File: src/sv/scba_ram.sv
// Generic single write port, single read port RAM with registered read data.
// No dependencies.
module scba_ram #(
    parameter int WIDTH = 8,
    parameter int DEPTH = 16
) (
    input  logic                     clk,
    input  logic                     wr_en,
    input  logic [$clog2(DEPTH)-1:0] wr_addr,
    input  logic [WIDTH-1:0]         wr_data,
    input  logic [$clog2(DEPTH)-1:0] rd_addr,
    output logic [WIDTH-1:0]         rd_data
);

    logic [WIDTH-1:0] mem [DEPTH];

    always_ff @(posedge clk)
    begin
        if (wr_en)
        begin
            mem[wr_addr] <= wr_data;
        end
        rd_data <= mem[rd_addr];
    end

endmodule
File: config.mk
export PLATFORM = sky130hd
export DESIGN_NAME = scba_ram
export DESIGN_NICKNAME = d
export VERILOG_FILES = /design/src/sv/scba_ram.sv
export SDC_FILE = /design/constraint.sdc
export NUM_CORES = 1
export LEC_CHECK = 0
export ABC_AREA = 0
export ABC_CLOCK_PERIOD_IN_PS = 1710
export BUFFER_PORTS_ARGS = -buffer_cell sky130_fd_sc_hd__buf_2
export CORE_MARGIN = 2
export CORE_UTILIZATION = 40
export DETAILED_ROUTE_END_ITERATION = 10
export MAX_ROUTING_LAYER = met4
export PLACE_DENSITY = 0.55
export REMOVE_ABC_BUFFERS = 1
export SLEW_MARGIN = 20
export SYNTH_ARGS = -nofsm -noshare
export SYNTH_HDL_FRONTEND = slang
export SYNTH_SLANG_ARGS = --single-unit
File: constraint.sdc
create_clock -name clk -period 1.71 [get_ports clk]
set_clock_uncertainty 0.2 [all_clocks]
set_input_delay 0.171 -clock clk [delete_from_list [all_inputs] [get_ports clk]]
set_output_delay 0.171 -clock clk [all_outputs]
set_load 0.005 [all_outputs]
==> reports/metrics.yaml <==
status:
  status: "complete, no violations"
clock_network:
  clkTransAtPathRegs_ns: 0.06
  cts_tree: "built"
  clock-sinks: 136
  cts-root-buf: "sky130_fd_sc_hd__clkbuf_16"
  clock_path_buffers: 2
  cts.htree.levels: 4
  postCtsSetupBuffers: 0
  cts_buffer_count: 17
  worst_skew_pair.late_latency_ns: 0.41
  postCtsResizedCells: 0
  post_cts_hold_buffer_count: 8
yosys:
  main_combinational_cell_family_by_area_after_synthesis: "multiplexers"
  postSynthRegisterBits: 136
  synth-edff-count: 128
  yosysTopAreaCell: "sky130_fd_sc_hd__edfxtp_1"
  synth-compound-area-share_pct: 2.333
  synthFlopType: "sky130_fd_sc_hd__edfxtp_1"
  syn-mean-instance-area_um2: 22.48
  synth_xor_xnor_area_share_pct: 0
  cell_with_the_most_instances_after_synthesis: "sky130_fd_sc_hd__edfxtp_1"
  post_synth_top_area_share_pct: 74.67
  ys_async_sr_fraction_pct: 0
  post_synth_adder_cell_area_pct: 0
  synth.yosys.seq_area_share_pct: 77.78
  post_synth_and_or_nand_nor_area_fraction_pct: 3.184
  ys.warnings.count: 0
  synth.area.top_cells: "sky130_fd_sc_hd__edfxtp_1, sky130_fd_sc_hd__mux4_2, sky130_fd_sc_hd__mux4_1, sky130_fd_sc_hd__dfxtp_1, sky130_fd_sc_hd__a22oi_1"
  synth_common_cells: "sky130_fd_sc_hd__edfxtp_1, sky130_fd_sc_hd__mux4_2, sky130_fd_sc_hd__a22oi_1, sky130_fd_sc_hd__mux4_1, sky130_fd_sc_hd__nor2_1"
  muxShareOfSynthArea_pct: 15.02
  synthesis.area_mm2: 0.005147
  synth.distinct_cells: 19
  postSynthCellCount: 229
floorplanning:
  die_width_um: 117.4
  die_h_um: 117.4
  initial_core_util_pct: 40.96
  num_rows: 41
  die-area_mm2: 0.01379
  core_area_mm2: 0.01257
  pin_count: 26
sta:
  max-slew-margin-rel_pct: 47.08
  timing_worst_slew_pin_value_ns: 0.7921
  fmax_mhz: 629.0
  hold_viol: 0
  rsz0062_at_grt: "no"
  finalCriticalPeriod_ns: 1.590
  period_share_pct: 92.97
  setup_viol_count_final: 0
  slew_viol_final: 0
detailed_routing:
  remaining_drc_errors: 0
  dr.pass1.iters: 4
  drt_iter0_drc: 191
  average_routed_wire_per_standard_cell_um: 21.48
  route.antenna.remaining_nets: 0
  number_of_vias_after_detailed_routing: 2511
  wl_um: 10510
  via_per_inst: 5.135
placement:
  routabilityCongestion: 0.7295
  dp.final_hpwl_um: 6784
  post-place-cells: 449
  port-buffer-count: 25
layout:
  fin_util_pct: 50.52
  synthesis_to_finish_area_growth_pct: 23.36
  insertedDiodeCount: 0
  finalNetCount: 322
  filler_cell_count: 1003
  drive_above_1_share_pct: 31.86
  final_cells: 489
worst_setup_path:
  cell_family_with_the_largest_share_of_critical_path_delay: "multiplexers"
  crit_path_end_kind: "flip-flop"
  crit_path_start_kind: "flip-flop"
  timing.critical_path.required_ns: 1.80
  critical_path_arrival_ns: 1.68
  setup.worst_path.class: "flip-flop to flip-flop"
  crit_path_cell_trace: "mux4_1 > a22oi_1 > nand2_1"
  cpMaxStageDelayCell: "sky130_fd_sc_hd__mux4_1"
  cp_num_buf_inv: 0
  worst_path_largest_cell_delay_ns: 0.51
  timing.critical_path.fanout_max: 1
grt:
  grt_first_pass_wirelength_um: 15790
  antenna_found_initial: 0
  global_route.usage.total_pct: 16.88
  vias_in_the_first_global_route: 2603
  grt_max_degree: 25
  globalRouteOverflowTotal: 0
power_and_ir_drop:
  power-per-cell-area_mw_per_mm2: 1206
  vdd_drop_max_mv: 0.7783
  total_leakage_power_uw: 0.002189
flow_run:
  maxCapViolations: 0
worst_hold_path:
  min-delay-path-class: "input port to flip-flop"
[state kept, by name, indices dropped and copies added (netlist names)]
register	flops
rd_data	8
mem	128
[worst min-delay path: stages]
cell and delay (ns):
sky130_fd_sc_hd__buf_2 0.14, sky130_fd_sc_hd__nor3_1 0.06, sky130_fd_sc_hd__buf_4 0.18
[cells by family (layout without fill, tap and decap cells)]
| group | Yosys count | count (layout) |
|---|---|---|
| DFF | 136 | 136 |
| buffers and inverters | 10 | 98 |
| AOI/OAI and AO/OA | 16 | 16 |
| muxes | 32 | 32 |
| and+or+nand+nor | 35 | 35 |
[path summary, 6_finish.rpt]
kind	startpoint	to	slack, ns	cells after the start
setup reg to reg	mem[1][1]$_DFFE_PP_	rd_data[1]$_DFF_P_	0.12	3
hold / removal	wr_addr[0]	mem[0][3]$_DFFE_PP_	0.12	3
hold reg to reg	mem[14][0]$_DFFE_PP_	rd_data[0]$_DFF_P_	0.47	3
setup / recovery	mem[1][1]$_DFFE_PP_	rd_data[1]$_DFF_P_	0.12	3
[report_power, final]
part	switching, uW	internal [uW]
Sequential	22.9	3730
Clock	1260	2260
Combinational	200	182
Total	1490	6170
[final cells by class]
| cell class | count | area [um2] | share of cell area (%) |
|---|---|---|---|
| well taps | 172 | 215.2 | 3.389 |
| multi-input cells | 83 | 1057 | 16.65 |
| repair buffers | 66 | 503.0 | 7.921 |
| clock buffers | 21 | 440.4 | 6.936 |
| clock inverters | 11 | 130.1 | 2.049 |
| flip-flops and latches | 136 | 4004 | 63.05 |
[per-stage QoR]
step / area [um2] / hold slack [ns] / setup WS [ns] / TNS, ns / total power [uW]
6_report: 6350 / 0.1202 / 0.1202 / 0 / 7660
5_1_grt: 6350 / 0.1341 / 0.05101 / 0 / 7923
4_1_cts: 6350 / 0.1017 / 0.1227 / 0 / 7740
3_5_place_dp: 5699 / 0.3514 / -0.1541 / -0.6305 / 4195
3_3_place_gp: 5699 / 0.3484 / -0.1460 / -0.5461 / 4188
2_1_floorplan: 5061 / 0.06987 / -0.1539 / -1.231 / 3963
[routing by layer]
metal  routed length (um)  GRT usage, %  up-vias
li1                     -             -     1120
met1                 4785         22.39     1306
met2                 5088         25.29       71
met3                  480         3.891       14
met4                  152         7.229        0
met5                    0             -        -
[layout by cell type (no fill, tap or decap), types with 3 or more instances in the layout]
master                          Yosys  routed
sky130_fd_sc_hd__bufinv_16          0       3
sky130_fd_sc_hd__buf_4              1      29
sky130_fd_sc_hd__nor3_1             4       4
sky130_fd_sc_hd__a22oi_1           16      16
sky130_fd_sc_hd__dfxtp_1            8       8
sky130_fd_sc_hd__buf_12             0       4
sky130_fd_sc_hd__edfxtp_1         128     128
sky130_fd_sc_hd__clkinv_1           0       4
sky130_fd_sc_hd__dlygate4sd3_1      0       8
sky130_fd_sc_hd__mux4_2            18      18
sky130_fd_sc_hd__buf_2              3      25
sky130_fd_sc_hd__clkbuf_16          0      17
sky130_fd_sc_hd__clkbuf_1           0       4
sky130_fd_sc_hd__nand2_1            9       9
sky130_fd_sc_hd__nor2_1            13      13
sky130_fd_sc_hd__mux4_1            14      14
Power figures use the tool's default switching activity.
